`src/design/bufu_pkg.sv`:
```
// Shared types and constants for the buffered serial front end.
`default_nettype none
package bufu_pkg;

  // operation codes of an input item
  localparam logic [2:0] OP_LINE_RX  = 3'd0;
  localparam logic [2:0] OP_HOST_WR  = 3'd1;
  localparam logic [2:0] OP_HOST_RD  = 3'd2;
  localparam logic [2:0] OP_RX_FLUSH = 3'd3;
  localparam logic [2:0] OP_TX_READY = 3'd4;

  // configuration register indexes
  localparam logic CFG_RX_ENABLE = 1'b0;
  localparam logic CFG_TX_ENABLE = 1'b1;

  localparam logic [7:0] NO_BYTE = 8'hFF;
  localparam int unsigned COUNT_W = 7;

  // command to one FIFO for the current item
  typedef struct packed {
    logic push;
    logic pop;
    logic flush;
  } fifo_cmd_t;

endpackage
`default_nettype wire

```
`src/design/bufu_if.sv`:
```
// Channel interfaces: input items and result items.
`default_nettype none
interface bufu_item_if;
  logic       valid;
  logic       ready;
  logic [2:0] operation;
  logic [7:0] data_byte;
  logic       frame_error;
  logic       parity_error;
  logic       overrun_error;
  logic       holding_empty;
  logic       shift_done;

  modport source (output valid, operation, data_byte, frame_error, parity_error,
                  overrun_error, holding_empty, shift_done, input ready);
  modport sink (input valid, operation, data_byte, frame_error, parity_error,
                overrun_error, holding_empty, shift_done, output ready);
endinterface

interface bufu_result_if;
  logic       valid;
  logic       ready;
  logic [7:0] read_byte;
  logic       read_valid;
  logic       line_valid;
  logic [7:0] line_byte;
  logic [6:0] receive_count;
  logic [6:0] transmit_count;
  logic       transmit_complete;
  logic       write_dropped;
  logic       receive_dropped;

  modport source (output valid, read_byte, read_valid, line_valid, line_byte,
                  receive_count, transmit_count, transmit_complete, write_dropped,
                  receive_dropped, input ready);
  modport sink (input valid, read_byte, read_valid, line_valid, line_byte,
                receive_count, transmit_count, transmit_complete, write_dropped,
                receive_dropped, output ready);
endinterface
`default_nettype wire

```
`src/design/bufu_ram.sv`:
```
// Generic single-clock RAM, one write port, one registered read port.
`default_nettype none
module bufu_ram #(
  parameter int unsigned WIDTH = 8,
  parameter int unsigned DEPTH = 64
) (
  input  wire logic                     clk,
  input  wire logic                     we,
  input  wire logic [$clog2(DEPTH)-1:0] waddr,
  input  wire logic [WIDTH-1:0]         wdata,
  input  wire logic                     re,
  input  wire logic [$clog2(DEPTH)-1:0] raddr,
  output logic      [WIDTH-1:0]         rdata
);

  logic [WIDTH-1:0] mem [DEPTH];

  always_ff @(posedge clk) begin
    if (we) begin
      mem[waddr] <= wdata;
    end
    if (re) begin
      rdata <= mem[raddr];
    end
  end

endmodule
`default_nettype wire

```
`src/design/bufu_fifo.sv`:
```
// Circular FIFO: head and fill counters around one RAM.
`default_nettype none
module bufu_fifo #(
  parameter int unsigned DEPTH = 64
) (
  input  wire logic                        clk,
  input  wire logic                        rst,
  input  wire bufu_pkg::fifo_cmd_t         cmd,
  input  wire logic [7:0]                  wdata,
  output logic      [$clog2(DEPTH+1)-1:0]  fill,
  output logic      [$clog2(DEPTH+1)-1:0]  fill_next,
  output logic      [7:0]                  rdata
);

  localparam int unsigned AW = $clog2(DEPTH);
  localparam int unsigned CW = $clog2(DEPTH + 1);

  logic [AW-1:0] head;
  logic [AW-1:0] head_next;
  logic [AW:0]   tail_sum;
  logic [AW-1:0] tail;

  // fill < DEPTH on a push, so the sum stays below twice the depth
  assign tail_sum = {1'b0, head} + (AW+1)'(fill);
  assign tail = (tail_sum >= (AW+1)'(DEPTH)) ? AW'(tail_sum - (AW+1)'(DEPTH))
                                             : AW'(tail_sum);

  always_comb begin
    head_next = head;
    fill_next = fill;
    if (cmd.flush) begin
      head_next = '0;
      fill_next = '0;
    end else if (cmd.push) begin
      fill_next = fill + CW'(1);
    end else if (cmd.pop) begin
      head_next = (head == AW'(DEPTH - 1)) ? '0 : head + AW'(1);
      fill_next = fill - CW'(1);
    end
  end

  always_ff @(posedge clk) begin
    if (rst) begin
      head <= '0;
      fill <= '0;
    end else begin
      head <= head_next;
      fill <= fill_next;
    end
  end

  bufu_ram #(
    .WIDTH (8),
    .DEPTH (DEPTH)
  ) u_ram (
    .clk   (clk),
    .we    (cmd.push),
    .waddr (tail),
    .wdata (wdata),
    .re    (cmd.pop),
    .raddr (head),
    .rdata (rdata)
  );

endmodule
`default_nettype wire

```
`src/design/buffered_uart_fifo_front_core.sv`:
```
// Top level of the buffered serial front end: decode, FIFOs, result register.
//
//  channel  dir  handshake      payload
//  item     in   valid/ready    operation, data_byte, error flags, holding_empty, shift_done
//  result   out  valid/ready    read/line bytes, counts, complete and drop flags
//  cfg      in   cfg_we         cfg_index selects receive_enable / transmit_enable
//
// An item is decoded in the cycle it is accepted: FIFO counters and RAM writes
// commit at that edge, and a pop starts its RAM read there. The read data is held in the
// RAM output register until the pending stage moves into the result register.
// One item per cycle is sustained while the result side keeps up.
// Reset (rst, synchronous) empties both FIFOs and sets both enables; RAM contents
// are left as they are. A stalled result holds the pending stage, which holds ready low.
`default_nettype none
module buffered_uart_fifo_front_core #(
  parameter int unsigned RECEIVE_DEPTH  = 64,
  parameter int unsigned TRANSMIT_DEPTH = 64
) (
  input  wire logic   clk,
  input  wire logic   rst,
  bufu_item_if.sink   item,
  bufu_result_if.source result,
  input  wire logic   cfg_we,
  input  wire logic   cfg_index,
  input  wire logic   cfg_data
);

  localparam int unsigned RX_CW = $clog2(RECEIVE_DEPTH + 1);
  localparam int unsigned TX_CW = $clog2(TRANSMIT_DEPTH + 1);

  // configuration
  logic rx_enable;
  logic tx_enable;

  always_ff @(posedge clk) begin
    if (rst) begin
      rx_enable <= 1'b1;
      tx_enable <= 1'b1;
    end else if (cfg_we) begin
      case (cfg_index)
        bufu_pkg::CFG_RX_ENABLE: rx_enable <= cfg_data;
        bufu_pkg::CFG_TX_ENABLE: tx_enable <= cfg_data;
        default: ;
      endcase
    end
  end

  // FIFO state
  bufu_pkg::fifo_cmd_t rx_cmd;
  bufu_pkg::fifo_cmd_t tx_cmd;
  logic [RX_CW-1:0] rx_fill;
  logic [RX_CW-1:0] rx_fill_next;
  logic [TX_CW-1:0] tx_fill;
  logic [TX_CW-1:0] tx_fill_next;
  logic [7:0] rx_rdata;
  logic [7:0] tx_rdata;

  // handshake
  logic accept;
  logic load_out;
  logic p_valid;
  logic o_valid;

  assign load_out   = p_valid && (!o_valid || result.ready);
  assign item.ready = !rst && (!p_valid || load_out);
  assign accept     = item.valid && item.ready;

  // decode of the accepted item
  logic       rx_empty;
  logic       rx_full;
  logic       tx_empty;
  logic       tx_full;
  logic       any_error;
  logic       d_line_valid;
  logic [7:0] d_line_byte;
  logic       d_write_dropped;
  logic       d_receive_dropped;

  assign rx_empty  = (rx_fill == '0);
  assign rx_full   = (rx_fill >= RX_CW'(RECEIVE_DEPTH));
  assign tx_empty  = (tx_fill == '0);
  assign tx_full   = (tx_fill >= TX_CW'(TRANSMIT_DEPTH));
  assign any_error = item.frame_error | item.parity_error | item.overrun_error;

  always_comb begin
    rx_cmd            = '0;
    tx_cmd            = '0;
    d_line_valid      = 1'b0;
    d_line_byte       = 8'h00;
    d_write_dropped   = 1'b0;
    d_receive_dropped = 1'b0;
    if (accept) begin
      case (item.operation)
        bufu_pkg::OP_LINE_RX: begin
          if (!rx_enable || any_error || rx_full) begin
            d_receive_dropped = 1'b1;
          end else begin
            rx_cmd.push = 1'b1;
          end
        end
        bufu_pkg::OP_HOST_WR: begin
          if (tx_enable) begin
            if (tx_empty && item.holding_empty) begin
              // straight to the transmitter, bypassing the queue
              d_line_valid = 1'b1;
              d_line_byte  = item.data_byte;
            end else if (!tx_full) begin
              tx_cmd.push = 1'b1;
            end else begin
              d_write_dropped = 1'b1;
            end
          end
        end
        bufu_pkg::OP_HOST_RD: begin
          rx_cmd.pop = rx_enable && !rx_empty;
        end
        bufu_pkg::OP_RX_FLUSH: begin
          rx_cmd.flush = rx_enable;
        end
        bufu_pkg::OP_TX_READY: begin
          tx_cmd.pop   = tx_enable && !tx_empty;
          d_line_valid = tx_enable && !tx_empty;
        end
        default: ;
      endcase
    end
  end

  bufu_fifo #(.DEPTH (RECEIVE_DEPTH)) u_rx_fifo (
    .clk       (clk),
    .rst       (rst),
    .cmd       (rx_cmd),
    .wdata     (item.data_byte),
    .fill      (rx_fill),
    .fill_next (rx_fill_next),
    .rdata     (rx_rdata)
  );

  bufu_fifo #(.DEPTH (TRANSMIT_DEPTH)) u_tx_fifo (
    .clk       (clk),
    .rst       (rst),
    .cmd       (tx_cmd),
    .wdata     (item.data_byte),
    .fill      (tx_fill),
    .fill_next (tx_fill_next),
    .rdata     (tx_rdata)
  );

  // pending stage: holds the accepted item until the RAM read data is available
  logic       p_rx_pop;
  logic       p_tx_pop;
  logic       p_line_valid;
  logic [7:0] p_line_byte;
  logic [6:0] p_rx_count;
  logic [6:0] p_tx_count;
  logic       p_complete;
  logic       p_write_dropped;
  logic       p_receive_dropped;

  always_ff @(posedge clk) begin
    if (rst) begin
      p_valid <= 1'b0;
    end else if (accept) begin
      p_valid <= 1'b1;
    end else if (load_out) begin
      p_valid <= 1'b0;
    end
    if (accept) begin
      p_rx_pop          <= rx_cmd.pop;
      p_tx_pop          <= tx_cmd.pop;
      p_line_valid      <= d_line_valid;
      p_line_byte       <= d_line_byte;
      // counts wrap modulo 128 for deep FIFOs
      p_rx_count        <= rx_enable ? bufu_pkg::COUNT_W'(rx_fill_next) : '0;
      p_tx_count        <= tx_enable ? bufu_pkg::COUNT_W'(tx_fill_next) : '0;
      p_complete        <= !tx_enable || (tx_fill_next == '0 && item.shift_done);
      p_write_dropped   <= d_write_dropped;
      p_receive_dropped <= d_receive_dropped;
    end
  end

  // result register
  logic [7:0] o_read_byte;
  logic       o_read_valid;
  logic       o_line_valid;
  logic [7:0] o_line_byte;
  logic [6:0] o_rx_count;
  logic [6:0] o_tx_count;
  logic       o_complete;
  logic       o_write_dropped;
  logic       o_receive_dropped;

  always_ff @(posedge clk) begin
    if (rst) begin
      o_valid <= 1'b0;
    end else if (load_out) begin
      o_valid <= 1'b1;
    end else if (result.ready) begin
      o_valid <= 1'b0;
    end
    if (load_out) begin
      o_read_byte       <= p_rx_pop ? rx_rdata : bufu_pkg::NO_BYTE;
      o_read_valid      <= p_rx_pop;
      o_line_valid      <= p_line_valid;
      o_line_byte       <= p_tx_pop ? tx_rdata : p_line_byte;
      o_rx_count        <= p_rx_count;
      o_tx_count        <= p_tx_count;
      o_complete        <= p_complete;
      o_write_dropped   <= p_write_dropped;
      o_receive_dropped <= p_receive_dropped;
    end
  end

  assign result.valid             = o_valid;
  assign result.read_byte         = o_read_byte;
  assign result.read_valid        = o_read_valid;
  assign result.line_valid        = o_line_valid;
  assign result.line_byte         = o_line_byte;
  assign result.receive_count     = o_rx_count;
  assign result.transmit_count    = o_tx_count;
  assign result.transmit_complete = o_complete;
  assign result.write_dropped     = o_write_dropped;
  assign result.receive_dropped   = o_receive_dropped;

`ifndef NO_ASSERTIONS
  a_accept_fills_pending: assert property (@(posedge clk) disable iff (rst)
    accept |=> p_valid)
    else $error("accepted transfer did not reach the pending stage");

  a_rx_fill_bound: assert property (@(posedge clk) disable iff (rst)
    rx_fill <= RX_CW'(RECEIVE_DEPTH))
    else $error("receive fill above depth");

  a_tx_push_room: assert property (@(posedge clk) disable iff (rst)
    tx_cmd.push |-> tx_fill < TX_CW'(TRANSMIT_DEPTH))
    else $error("transmit push into a full FIFO");

  a_read_exclusive: assert property (@(posedge clk) disable iff (rst)
    o_valid && o_read_valid |-> !o_line_valid && !o_write_dropped && !o_receive_dropped)
    else $error("host read result carries transmit or drop flags");
`endif

endmodule
`default_nettype wire
```
`src/flat_wrapper.sv`:
```
// flat-port wrapper written by rule: the top's interface ports become plain ports
module buffered_uart_fifo_front_core_flat 
#(
  parameter int unsigned RECEIVE_DEPTH  = 64,
  parameter int unsigned TRANSMIT_DEPTH = 64
)
  (clk, rst, cfg_we, cfg_index, cfg_data, item_valid, item_operation, item_data_byte, item_frame_error, item_parity_error, item_overrun_error, item_holding_empty, item_shift_done, item_ready, result_valid, result_read_byte, result_read_valid, result_line_valid, result_line_byte, result_receive_count, result_transmit_count, result_transmit_complete, result_write_dropped, result_receive_dropped, result_ready);
  bufu_item_if item_i ();
  bufu_result_if result_i ();
  input  wire logic clk;
  input  wire logic rst;
  input  wire logic cfg_we;
  input  wire logic cfg_index;
  input  wire logic cfg_data;
  input wire logic [$bits(item_i.valid)-1:0] item_valid;
  input wire logic [$bits(item_i.operation)-1:0] item_operation;
  input wire logic [$bits(item_i.data_byte)-1:0] item_data_byte;
  input wire logic [$bits(item_i.frame_error)-1:0] item_frame_error;
  input wire logic [$bits(item_i.parity_error)-1:0] item_parity_error;
  input wire logic [$bits(item_i.overrun_error)-1:0] item_overrun_error;
  input wire logic [$bits(item_i.holding_empty)-1:0] item_holding_empty;
  input wire logic [$bits(item_i.shift_done)-1:0] item_shift_done;
  output wire logic [$bits(item_i.ready)-1:0] item_ready;
  output wire logic [$bits(result_i.valid)-1:0] result_valid;
  output wire logic [$bits(result_i.read_byte)-1:0] result_read_byte;
  output wire logic [$bits(result_i.read_valid)-1:0] result_read_valid;
  output wire logic [$bits(result_i.line_valid)-1:0] result_line_valid;
  output wire logic [$bits(result_i.line_byte)-1:0] result_line_byte;
  output wire logic [$bits(result_i.receive_count)-1:0] result_receive_count;
  output wire logic [$bits(result_i.transmit_count)-1:0] result_transmit_count;
  output wire logic [$bits(result_i.transmit_complete)-1:0] result_transmit_complete;
  output wire logic [$bits(result_i.write_dropped)-1:0] result_write_dropped;
  output wire logic [$bits(result_i.receive_dropped)-1:0] result_receive_dropped;
  input wire logic [$bits(result_i.ready)-1:0] result_ready;
  assign item_i.valid = item_valid;
  assign item_i.operation = item_operation;
  assign item_i.data_byte = item_data_byte;
  assign item_i.frame_error = item_frame_error;
  assign item_i.parity_error = item_parity_error;
  assign item_i.overrun_error = item_overrun_error;
  assign item_i.holding_empty = item_holding_empty;
  assign item_i.shift_done = item_shift_done;
  assign item_ready = item_i.ready;
  assign result_valid = result_i.valid;
  assign result_read_byte = result_i.read_byte;
  assign result_read_valid = result_i.read_valid;
  assign result_line_valid = result_i.line_valid;
  assign result_line_byte = result_i.line_byte;
  assign result_receive_count = result_i.receive_count;
  assign result_transmit_count = result_i.transmit_count;
  assign result_transmit_complete = result_i.transmit_complete;
  assign result_write_dropped = result_i.write_dropped;
  assign result_receive_dropped = result_i.receive_dropped;
  assign result_i.ready = result_ready;
  buffered_uart_fifo_front_core #(.RECEIVE_DEPTH(RECEIVE_DEPTH), .TRANSMIT_DEPTH(TRANSMIT_DEPTH)) u_core (.clk(clk), .rst(rst), .item(item_i), .result(result_i), .cfg_we(cfg_we), .cfg_index(cfg_index), .cfg_data(cfg_data));
endmodule
```
`config.mk`:
```
export PLATFORM = sky130hd
export DESIGN_NAME = buffered_uart_fifo_front_core_flat
export DESIGN_NICKNAME = d
export VERILOG_FILES = /design/src/design/bufu_pkg.sv /design/src/design/bufu_if.sv /design/src/design/bufu_ram.sv /design/src/design/bufu_fifo.sv /design/src/design/buffered_uart_fifo_front_core.sv /design/src/flat_wrapper.sv
export SDC_FILE = /design/constraint.sdc
export NUM_CORES = 1
export LEC_CHECK = 0
export ABC_AREA = 1
export BUFFER_PORTS_ARGS = -buffer_cell sky130_fd_sc_hd__buf_2
export CORE_MARGIN = 8
export CORE_UTILIZATION = 40
export CTS_CLUSTER_DIAMETER = 150
export CTS_CLUSTER_SIZE = 16
export DETAILED_ROUTE_END_ITERATION = 16
export PLACE_DENSITY = 0.56
export SYNTH_ARGS = -nofsm -noshare
export SYNTH_HDL_FRONTEND = slang
export SYNTH_SLANG_ARGS = --single-unit
```
`constraint.sdc`:
```
create_clock -name clk -period 4.1 [get_ports clk]
set_input_delay 0.82 -clock clk [delete_from_list [all_inputs] [get_ports clk]]
set_output_delay 0.82 -clock clk [all_outputs]
set_load 0.005 [all_outputs]
```
# Word-level counts from Yosys, hierarchy flattened
# Memories as Yosys holds them, arrays and structs flattened. A register that Yosys moved wholly into a read port is not among the register bits.
# Cells that the tools add are included.
# totals
wordCells	121
regBits	93
inputBits	23
romBits	0
memories	2
out_inout_bits	37
latchBits	0
mem_bits_rw	1024
# classes
mul	0
n_div	0
magnitude_cmp	4
mux	34
bitwise	7
addsub	10
shift	0
n_eq_ne	6
reduce_logical	32
# mem_list
memory	depth	width	rd	rd_clocked_by_memory_dff	write_ports	line	text
u_core.u_rx_fifo.u_ram.mem	64	8	1	1	1	bufu_ram.sv:16	logic [WIDTH-1:0] mem [DEPTH];
u_core.u_tx_fifo.u_ram.mem	64	8	1	1	1	bufu_ram.sv:16	
# op_table
cell	count
7-bit 2-to-1 mux	5
7-bit >= comparator, second input constant	4
6-bit 2-to-1 mux	4
7-bit logical NOT	3
1-bit 2-to-1 mux	21
6-bit by 7-bit adder with 7-bit output	2
7-bit by 1-bit adder with 7-bit output, second input constant	2
7-bit by 1-bit subtractor with 7-bit output, second input constant	2
6-bit by 1-bit adder with 6-bit output, second input constant	2
6-bit == test, second input constant	2
6-bit by 1-bit subtractor with 6-bit output, second input constant	2
8-bit 2-to-1 mux	1
2-bit AND reduction	4
1-bit logical AND	7
1-bit logical NOT	7
3-bit by 2-bit == test with 1-bit output, second input constant	2
1-bit logical OR	5
1-bit inverter	5
2-bit nonzero test	2
3-bit by 1-bit == test with 1-bit output, second input constant	1
3-bit == test, second input constant	1
3-bit logical NOT	1
3-bit 2-to-1 mux	1
3-bit AND reduction	1
5 further kinds	6

# Longest topological paths before layout
# Gate-level depths: netlist of run 1.
# logic_depth
ltp_word	12
ltp_mapped	15
ltp_nobuf	14

# Cells and area by module
# A second synthesis of run 1 with hierarchy kept.
# unflattened
cells_unflattened	4119
area_unflattened_um2	47456.8
# modules_own_cells
mod	area_each_um2	seq_area_each_um2	cells_each	n_inst
bufu_ram	21419.3	15615.0	1805	2
buffered_uart_fifo_front_core	2670.1	1971.9	216	1
bufu_fifo (u_core.u_rx_fifo)	984.7	260.2	147	1
bufu_fifo (u_core.u_tx_fifo)	963.4	260.2	146	1

# Worst setup path before layout of run 1
# OpenSTA, ideal clock, no wires.
# synth_path
path_type	input -> register
start	in rst
end	mem u_core.u_rx_fifo.u_ram.mem[0][0] (enable)
setup_ps	370
arrival_time_ps	2842
path_buffers	0
stages	7
setup_slack_ps	888
required_ps	3730
cell_sequence	inv_1 nand3_4 inv_1 nand2_1 nor2_1 nand2_1 nor2_1
# synth_between
elab_chain_cells	6
# synth_rtl
item	line	text
start, declared	flat_wrapper.sv:11	input wire logic rst;
1-bit logical NOT	buffered_uart_fifo_front_core.sv:65	assign item.ready = !rst && (!p_valid || load_out);
1-bit logical AND	buffered_uart_fifo_front_core.sv:65	
1-bit logical AND	buffered_uart_fifo_front_core.sv:66	assign accept = item.valid && item.ready;
net u_core.accept	buffered_uart_fifo_front_core.sv:59	logic accept;
3-bit 2-to-1 mux	buffered_uart_fifo_front_core.sv:92	if (accept) begin
1-bit 2-to-1 mux	bufu_ram.sv:19	if (we) begin
1-bit 2-to-1 mux (implied by the code)	bufu_ram.sv:20	mem[waddr] <= wdata;
end, declared	bufu_ram.sv:16	
# The timed path passes the listed nets, and every way through them passes these cells.

# Worst setup path after layout of run 1
# layout_path
start	reg u_core.u_tx_fifo.fill[0]
end	mem u_core.u_tx_fifo.u_ram.mem[14][6] (enable)
# layout_between
elab_chain_cells	8
word_cells_on_any_way	14
cone_classes	add/sub: 2; order compare: 2; mux: 8; reduce/logical: 2
# layout_rtl
item	line	text
start, declared	bufu_fifo.sv:10	output logic [$clog2(DEPTH+1)-1:0] fill,
start signal, assigned	bufu_fifo.sv:48	fill <= fill_next;
7-bit >= comparator or 7-bit logical NOT (tied branches)	buffered_uart_fifo_front_core.sv:82, buffered_uart_fifo_front_core.sv:81	
1-bit 2-to-1 mux or 1-bit logical AND (tied branches)	buffered_uart_fifo_front_core.sv:107, buffered_uart_fifo_front_core.sv:103	
1-bit 2-to-1 mux	buffered_uart_fifo_front_core.sv:103	if (tx_empty && item.holding_empty) begin
1-bit 2-to-1 mux	buffered_uart_fifo_front_core.sv:102	if (tx_enable) begin
1-bit 2-to-1 mux	buffered_uart_fifo_front_core.sv:93	case (item.operation)
2-bit 2-to-1 mux	buffered_uart_fifo_front_core.sv:92	
1-bit 2-to-1 mux	bufu_ram.sv:19	
1-bit 2-to-1 mux (implied by the code)	bufu_ram.sv:20	
end, declared	bufu_ram.sv:16	
# Several ways; a longest one is shown, not always the timed one.

==> results by group, run 1 <==
CTS
  • Buffer type at the clock tree root: clkbuf_16
  • H-tree Lvls: 3
  • Setup bufs post-CTS: 0
  • Worst-path clk slew: 0.08 ns
  • CTS max path bufs: 3
  • Total CTS buffers: 80
  • Resize count post-CTS: 0
  • # clock sinks: 1133
  • CTS tree: built
  • Post-CTS Hold Buffers: 0
  • Worst skew pair latency: 0.66 ns

Final layout
  • Nets: 3758
  • Fillers: about 10000
  • Design area: just over 50000 µm²
  • Share of cells above drive strength 1: 0.0905
  • Area of the multi-input gates: ~11000 µm²
  • Post-layout util: 0.442
  • Fin cells: 5247
  • Synth-to-Final Area Change: 10.2%
  • Antenna cell count: 0
  • Area taken by flip-flops and latches: 33700 µm²

Timing
  • Worst-Margin Slew: around 1.2 ns
  • Hold violation count in the final report: 0
  • Tcrit/Tclk final: 0.810
  • Max Clock Freq: 301 MHz
  • Pins Over Slew Limit: 0
  • RSZ-0062 raised after global routing: false
  • Clock skew: 0.0300 ns
  • Tmin final: ~3.3 ns
  • Fin Setup TNS: 0 ns
  • Relative slew slack: 0.225
  • Final Setup Violations: 0

Pwr
  • Power Total: roughly 20 mW
  • P_leak: 16.5 nW
  • VDD IR max: 0.000256 V
  • Pwr dens: 406 nW/µm²

Floorplanning
  • Initial Utilization: 0.401
  • Die Area: 125000 µm²
  • Die W: 354 µm
  • Num rows: 124
  • Die H: 354 µm
  • Core Area: 114000 µm²
  • Top-Level Pins: 60

Setup path
  • Reg-to-reg startpoint: u_core.u_tx_fifo.fill[0]$_SDFF_PP0_
  • Worst path buffer plus inverter count: 2
  • Crit path cell chain: ha_1 -> inv_1 -> fa_1 -> xnor2_1 -> inv_1 -> nor2_1 -> nand2_1 -> nor2_1
  • Reg2Reg Capture Point: u_core.u_tx_fifo.u_ram.mem[14][6]$_DFFE_PP_
  • Crit start category: register
  • Critical Path Max Stage Delay: 0.77 ns
  • Reg-to-reg setup timing slack: about 0.78 ns
  • Crit-path leading delay family: simple AND/OR/NAND/NOR gates
  • CP required: roughly 4.4 ns
  • CP Depth: 8
  • Setup CP Type: register to register
  • Worst path slowest cell: nor2_1
  • Worst R2R Path Depth: 8
  • Crit path arrival time: approximately 3.6 ns
  • Max FO, Critical Path: 8
  • Critical Path End Type: register

Synthesis
  • Most common cell in the netlist: edfxtp_1
  • Post-synth top cells: 1103 x edfxtp_1, 809 x nor2_1, 457 x o21ai_0
  • Cells after synthesis: around 3600
  • Synthesized area: ~46000 µm²
  • Post-synthesis cell type count: 45
  • Sequential fraction of the synthesis area: 0.738
  • Dominant cells by area after synthesis: edfxtp_1 72%, nor2_1 6.6%, o21ai_0 5.0%, nand2_1 2.3%, nand3_1 1.8%
  • Post-synth EDFFs: 1103
  • Synth area leader: edfxtp_1
  • Yosys warning total: 0
  • Asr flop ratio synth: 0
  • Yosys top cell area share: 0.725
  • Synth Flop Type: edfxtp_1
  • Avg Inst Size Synth: 12.6 µm²
  • Syn Nets: approximately 3700
  • Yosys reg bits: 1133

Detailed routing
  • DRC: 0
  • Vias post-DR: 28925
  • ANT nets after route: 0
  • Routed WL per cell: 22.5 µm
  • Starting DRT DRC Count: 3071
  • Detailed Routing Iterations Pass 1: 8
  • Vias per inst: 5.51
  • Total routed wirelength: 118000 µm

GRT
  • Overall routing resource usage: 0.182
  • Grt ovf: 0
  • First-pass GRT wire length: 177000 µm
  • Vias in the first global route: 27670
  • Largest net degree at the start of global routing: 260
  • Initial antenna violation count: 0

Outcome
  • Status: complete, no violations

Placement
  • RePlAce Congestion: roughly 0.81
  • I/O Buffers: 59
  • Placed cell area: 48200 µm²
  • Inst Count DP: 5145
  • Hpwl dp: 69400 µm

Worst hold path
  • Hold path start: u_core.p_tx_count[6]$_SDFFCE_PN0P_
  • Hold EP: u_core.result.transmit_count[6]$_DFFE_PP_
  • Hold Crit Depth: 0
  • HP Class: register to register

Flow run
  • Max cap viols: 0
==> layer usage <==
layer  wire [µm]  global-route usage  up-vias
met5           0                   0        -
met4        2550              0.0444        0
met3        8420              0.0277      152
met2       53400               0.280     1013
li1            -                   -    13343
met1       53500               0.270    14417
==> report_power, final <==
part	internal [mW]	switching (mW)	leakage [nW]
clock network	3.59	3.77	1.06
logic	0.0673	0.293	5.28
registers	12.7	0.0109	10.2
==> worst reg2reg max path: stages, from the launching register on <==
cell	delay, ns
dfxtp_1	0.41
ha_1	0.20
inv_1	0.06
fa_1	0.40
xnor2_1	0.30
inv_1	0.10
nor2_1	0.17
nand2_1	0.52
nor2_1	0.78
==> flip-flops by register name, summed over array words and instances, names as in the netlist, 8 cells and up <==
| name | count |
|---|---|
| u_core.result.read_byte | 8 |
| u_core.u_rx_fifo.u_ram.rdata | 8 |
| u_core.p_line_byte | 8 |
| u_core.u_tx_fifo.u_ram.mem | 512 |
| u_core.u_tx_fifo.u_ram.rdata | 8 |
| u_core.u_rx_fifo.u_ram.mem | 512 |
| u_core.result.line_byte | 8 |
==> cells in the final DEF, fill, tap and decap left out, types with 17 or more instances in the layout <==
cell,count
a21oi_1,54
buf_2,51
buf_4,145
clkbuf_16,81
dfxtp_1,24
edfxtp_1,1103
ha_1,18
inv_1,78
nand2_1,276
nand3_1,168
nor2_1,807
nor3_1,17
o211ai_1,109
o21ai_0,457
o21ai_1,67
o221ai_1,20
o22ai_1,133
==> how the worst max path moves through the flow <==
stage,start,endpoint,slack [ns]
final,u_core.u_tx_fifo.fill[0]$_SDFF_PP0_,u_core.u_tx_fifo.u_ram.mem[14][6]$_DFFE_PP_,0.78
after global placement,item_parity_error,u_core.u_rx_fifo.u_ram.mem[30][5]$_DFFE_PP_,0.51
after floorplan,rst,u_core.u_rx_fifo.u_ram.mem[0][0]$_DFFE_PP_,0.89
after global routing,u_core.u_rx_fifo.fill[0]$_SDFF_PP0_,u_core.u_rx_fifo.u_ram.mem[13][6]$_DFFE_PP_,0.51
after CTS,u_core.u_rx_fifo.fill[0]$_SDFF_PP0_,u_core.u_rx_fifo.u_ram.mem[54][6]$_DFFE_PP_,0.82
after detailed placement,item_parity_error,u_core.u_rx_fifo.u_ram.mem[22][0]$_DFFE_PP_,0.46
==> cells by family after synthesis <==
logic type | Yosys count | share of synthesized area
flip-flops | 1133 | 0.738
multiplexers | 8 | 0.00197
buffers and inverters | 304 | 0.0307
AO/OA/AOI/OAI | 849 | 0.105
XOR/XNOR | 20 | 0.00400
adder cells (fa/ha/maj) | 20 | 0.00581
AND/OR/NAND/NOR | 1303 | 0.115
==> through the flow <==
stage | setup slack, ns | hold slack (ns)
5_1_grt | 0.511 | 0.422
3_5_place_dp | 0.464 | 0.405
6_report | 0.779 | 0.418
4_1_cts | 0.818 | 0.398
2_1_floorplan | 0.888 | 0.400
3_3_place_gp | 0.510 | 0.404
==> final cells by class <==
class	count	share of cell area
clock buffers	95	0.0413
well taps	1512	0.0376
clock inverters	7	0.00166
inverters	90	0.00691
repair buffers	210	0.0323
flip-flops and latches	1133	0.670
multi-input cells	2200	0.210
Power figures use the tool's default switching activity.
==> inputs of run 2 (changes only) <==
==> constraint.sdc (replaced) <==
create_clock -name clk -period 3.45 [get_ports clk]
set_input_delay 0.69 -clock clk [delete_from_list [all_inputs] [get_ports clk]]
set_output_delay 0.69 -clock clk [all_outputs]
set_load 0.005 [all_outputs]
==> results by group, run 2 (synthesis results as in run 1) <==
Setup path
  • Crit path cell chain: ha_1 -> inv_1 -> fa_1 -> o21ai_0 -> xnor2_1 -> inv_1 -> nor2_1 -> nand2_1 -> nor2_1
  • Max FO, Critical Path: 8
  • Worst R2R Path Depth: 9
  • Crit start category: register
  • CP required: 3.74 ns
  • Reg-to-reg setup timing slack: 0.29 ns
  • Setup CP Type: register to register
  • Reg2Reg Capture Point: u_core.u_tx_fifo.u_ram.mem[46][4]$_DFFE_PP_
  • Reg-to-reg startpoint: u_core.u_tx_fifo.fill[0]$_SDFF_PP0_
  • Worst path buffer plus inverter count: 2
  • Crit path arrival time: 3.45 ns
  • Crit-path leading delay family: simple AND/OR/NAND/NOR gates
  • Critical Path Max Stage Delay: 0.63 ns
  • Critical Path End Type: register
  • Worst path slowest cell: nor2_1
  • Critical Path Source: u_core.u_tx_fifo.fill[0]$_SDFF_PP0_

Pwr
  • Pwr dens: between 400 and 500 nW/µm²
  • Internal power: 19.5 mW
  • P_leak: 16.8 nW
  • VDD IR max: between 0.0003 and 0.0004 V
  • Combinational share of power: 0.019
  • Sw Ratio: 0.199
  • Net switching power: a little under 5 mW
  • Power share of the clock group: 0.360
  • Seq pwr share: 0.621

Timing
  • Max Clock Freq: between 300 and 400 MHz
  • Tcrit/Tclk final: 0.916
  • Hold violation count in the final report: 0
  • Final Setup Violations: 0
  • Tmin final: 3.16 ns
  • Fin Setup TNS: 0 ns
  • Relative slew slack: 0.335
  • Clock skew: 0.0313 ns
  • Pins Over Slew Limit: 0
  • Worst-Margin Slew: 0.997 ns
  • RSZ-0062 raised after global routing: false
  • Final Hold Slack: 0.311 ns
  • Setup ws final: around 0.29 ns

Floorplanning
  • Die H: 354 µm
  • Num rows: ~120
  • Initial Utilization: 0.401
  • Core Area: 114000 µm²
  • Top-Level Pins: 60
  • Die Area: approximately 130000 µm²
  • Die W: 354 µm

Detailed routing
  • Vias post-DR: 29033
  • Total routed wirelength: 120000 µm
  • Vias per inst: between 5 and 6
  • Starting DRT DRC Count: 3443
  • Routed WL per cell: 22.8 µm
  • ANT nets after route: 0
  • Detailed Routing Iterations Pass 1: 5
  • DRC: 0

Final layout
  • Area of the multi-input gates: 10600 µm²
  • Nets: 3803
  • Most common cell after layout, fill and taps aside: edfxtp_1
  • Antenna cell count: 0
  • Synth-to-Final Area Change: 11.1%
  • Share of cells above drive strength 1: 0.101
  • Commonest cells after routing, fill and taps aside: 1103 x edfxtp_1, 807 x nor2_1, 457 x o21ai_0, 276 x nand2_1, 182 x buf_4
  • Fillers: 10410
  • Area taken by flip-flops and latches: between 30000 and 40000 µm²
  • Largest regs: u_core.u_rx_fifo.u_ram.mem x512, u_core.u_tx_fifo.u_ram.mem x512
  • Fin cells: 5291

Worst hold path
  • Hold EP: u_core.rx_enable$_SDFFE_PP1P_
  • HP Class: input pin to register
  • Hold path start: cfg_data
  • Hold Crit Depth: 3

Placement
  • Pre-CTS setup slack: between 0.2 and 0.3 ns
  • I/O Buffers: 59
  • Hpwl dp: between 70000 and 80000 µm
  • RePlAce Congestion: 0.867
  • Inst Count DP: 5190

CTS
  • Worst-path clk slew: 0.07 ns
  • CTS tree: built
  • H-tree Lvls: 3
  • Buffer type at the clock tree root: clkbuf_16
  • # clock sinks: about 1100
  • Resize count post-CTS: 0
  • Total CTS buffers: 80
  • CTS max path bufs: 3
  • Post-CTS Hold Buffers: 0
  • Worst skew pair latency: 0.65 ns
  • Setup bufs post-CTS: 0

GRT
  • Largest net degree at the start of global routing: 207
  • Vias in the first global route: 28042
  • Grt ovf: 0
  • Initial antenna violation count: 0
  • First-pass GRT wire length: 181000 µm
  • Overall routing resource usage: 0.186

Outcome
  • Status: complete, no violations

Flow run
  • Max cap viols: 0
==> run 2: worst register-to-register path, cell delays in order (launching register included) <==
cell and delay, ns:
dfxtp_1 0.41, ha_1 0.19, inv_1 0.05, fa_1 0.39, o21ai_0 0.24, xnor2_1 0.29, inv_1 0.15, nor2_1 0.19
nand2_1 0.25, nor2_1 0.64
==> run 2: layer usage <==
layer | GRT usage | part of all wire | vias up
met4 | 0.0451 | 0.022 | 0
met3 | 0.0302 | 0.075 | 165
met5 | 0 | 0 | -
met2 | 0.283 | 0.45 | 1107
met1 | 0.279 | 0.46 | 14326
li1 | - | - | 13435
==> run 2: cell type report <==
type | instances | share of cell area
Sequential cell | 1133 | 0.664
Timing Repair Buffer | 255 | 0.0406
Tap cell | 1512 | 0.0373
Inverter | 90 | 0.00685
Multi-Input combinational cell | 2200 | 0.208
Clock inverter | 4 | 0.000764
Clock buffer | 97 | 0.0415
==> run 2: how the worst max path moves through the flow <==
stage	to	cells past startpoint
4_1_cts	u_core.u_tx_fifo.u_ram.mem[46][5]$_DFFE_PP_	9
3_5_place_dp	u_core.u_tx_fifo.u_ram.mem[43][0]$_DFFE_PP_	9
5_1_grt	u_core.u_tx_fifo.u_ram.mem[46][5]$_DFFE_PP_	9
2_1_floorplan	u_core.u_rx_fifo.u_ram.mem[0][0]$_DFFE_PP_	7
6_report	u_core.u_tx_fifo.u_ram.mem[46][4]$_DFFE_PP_	9
3_3_place_gp	u_core.u_tx_fifo.u_ram.mem[2][4]$_DFFE_PP_	8
==> run 2: per-stage QoR <==
stage	instance area (µm²)	utilization	power, mW
final	50800	0.446	24.3
after global routing	50800	0.446	25.0
after CTS	50800	0.446	24.5
after detailed placement	48600	0.427	15.9
after global placement	48600	0.427	15.9
after floorplan	45700	-	15.5
==> run 2: power groups by stage <==
| stage | clock [mW] | sequential (mW) | combinational, mW |
|---|---|---|---|
| floorplan | 0 | 15.4 | 0.0966 |
| global placement | 0 | 15.4 | 0.470 |
| detailed placement | 0 | 15.4 | 0.470 |
| CTS | 8.92 | 15.1 | 0.470 |
| global route | 9.37 | 15.1 | 0.500 |
| finish | 8.75 | 15.1 | 0.464 |
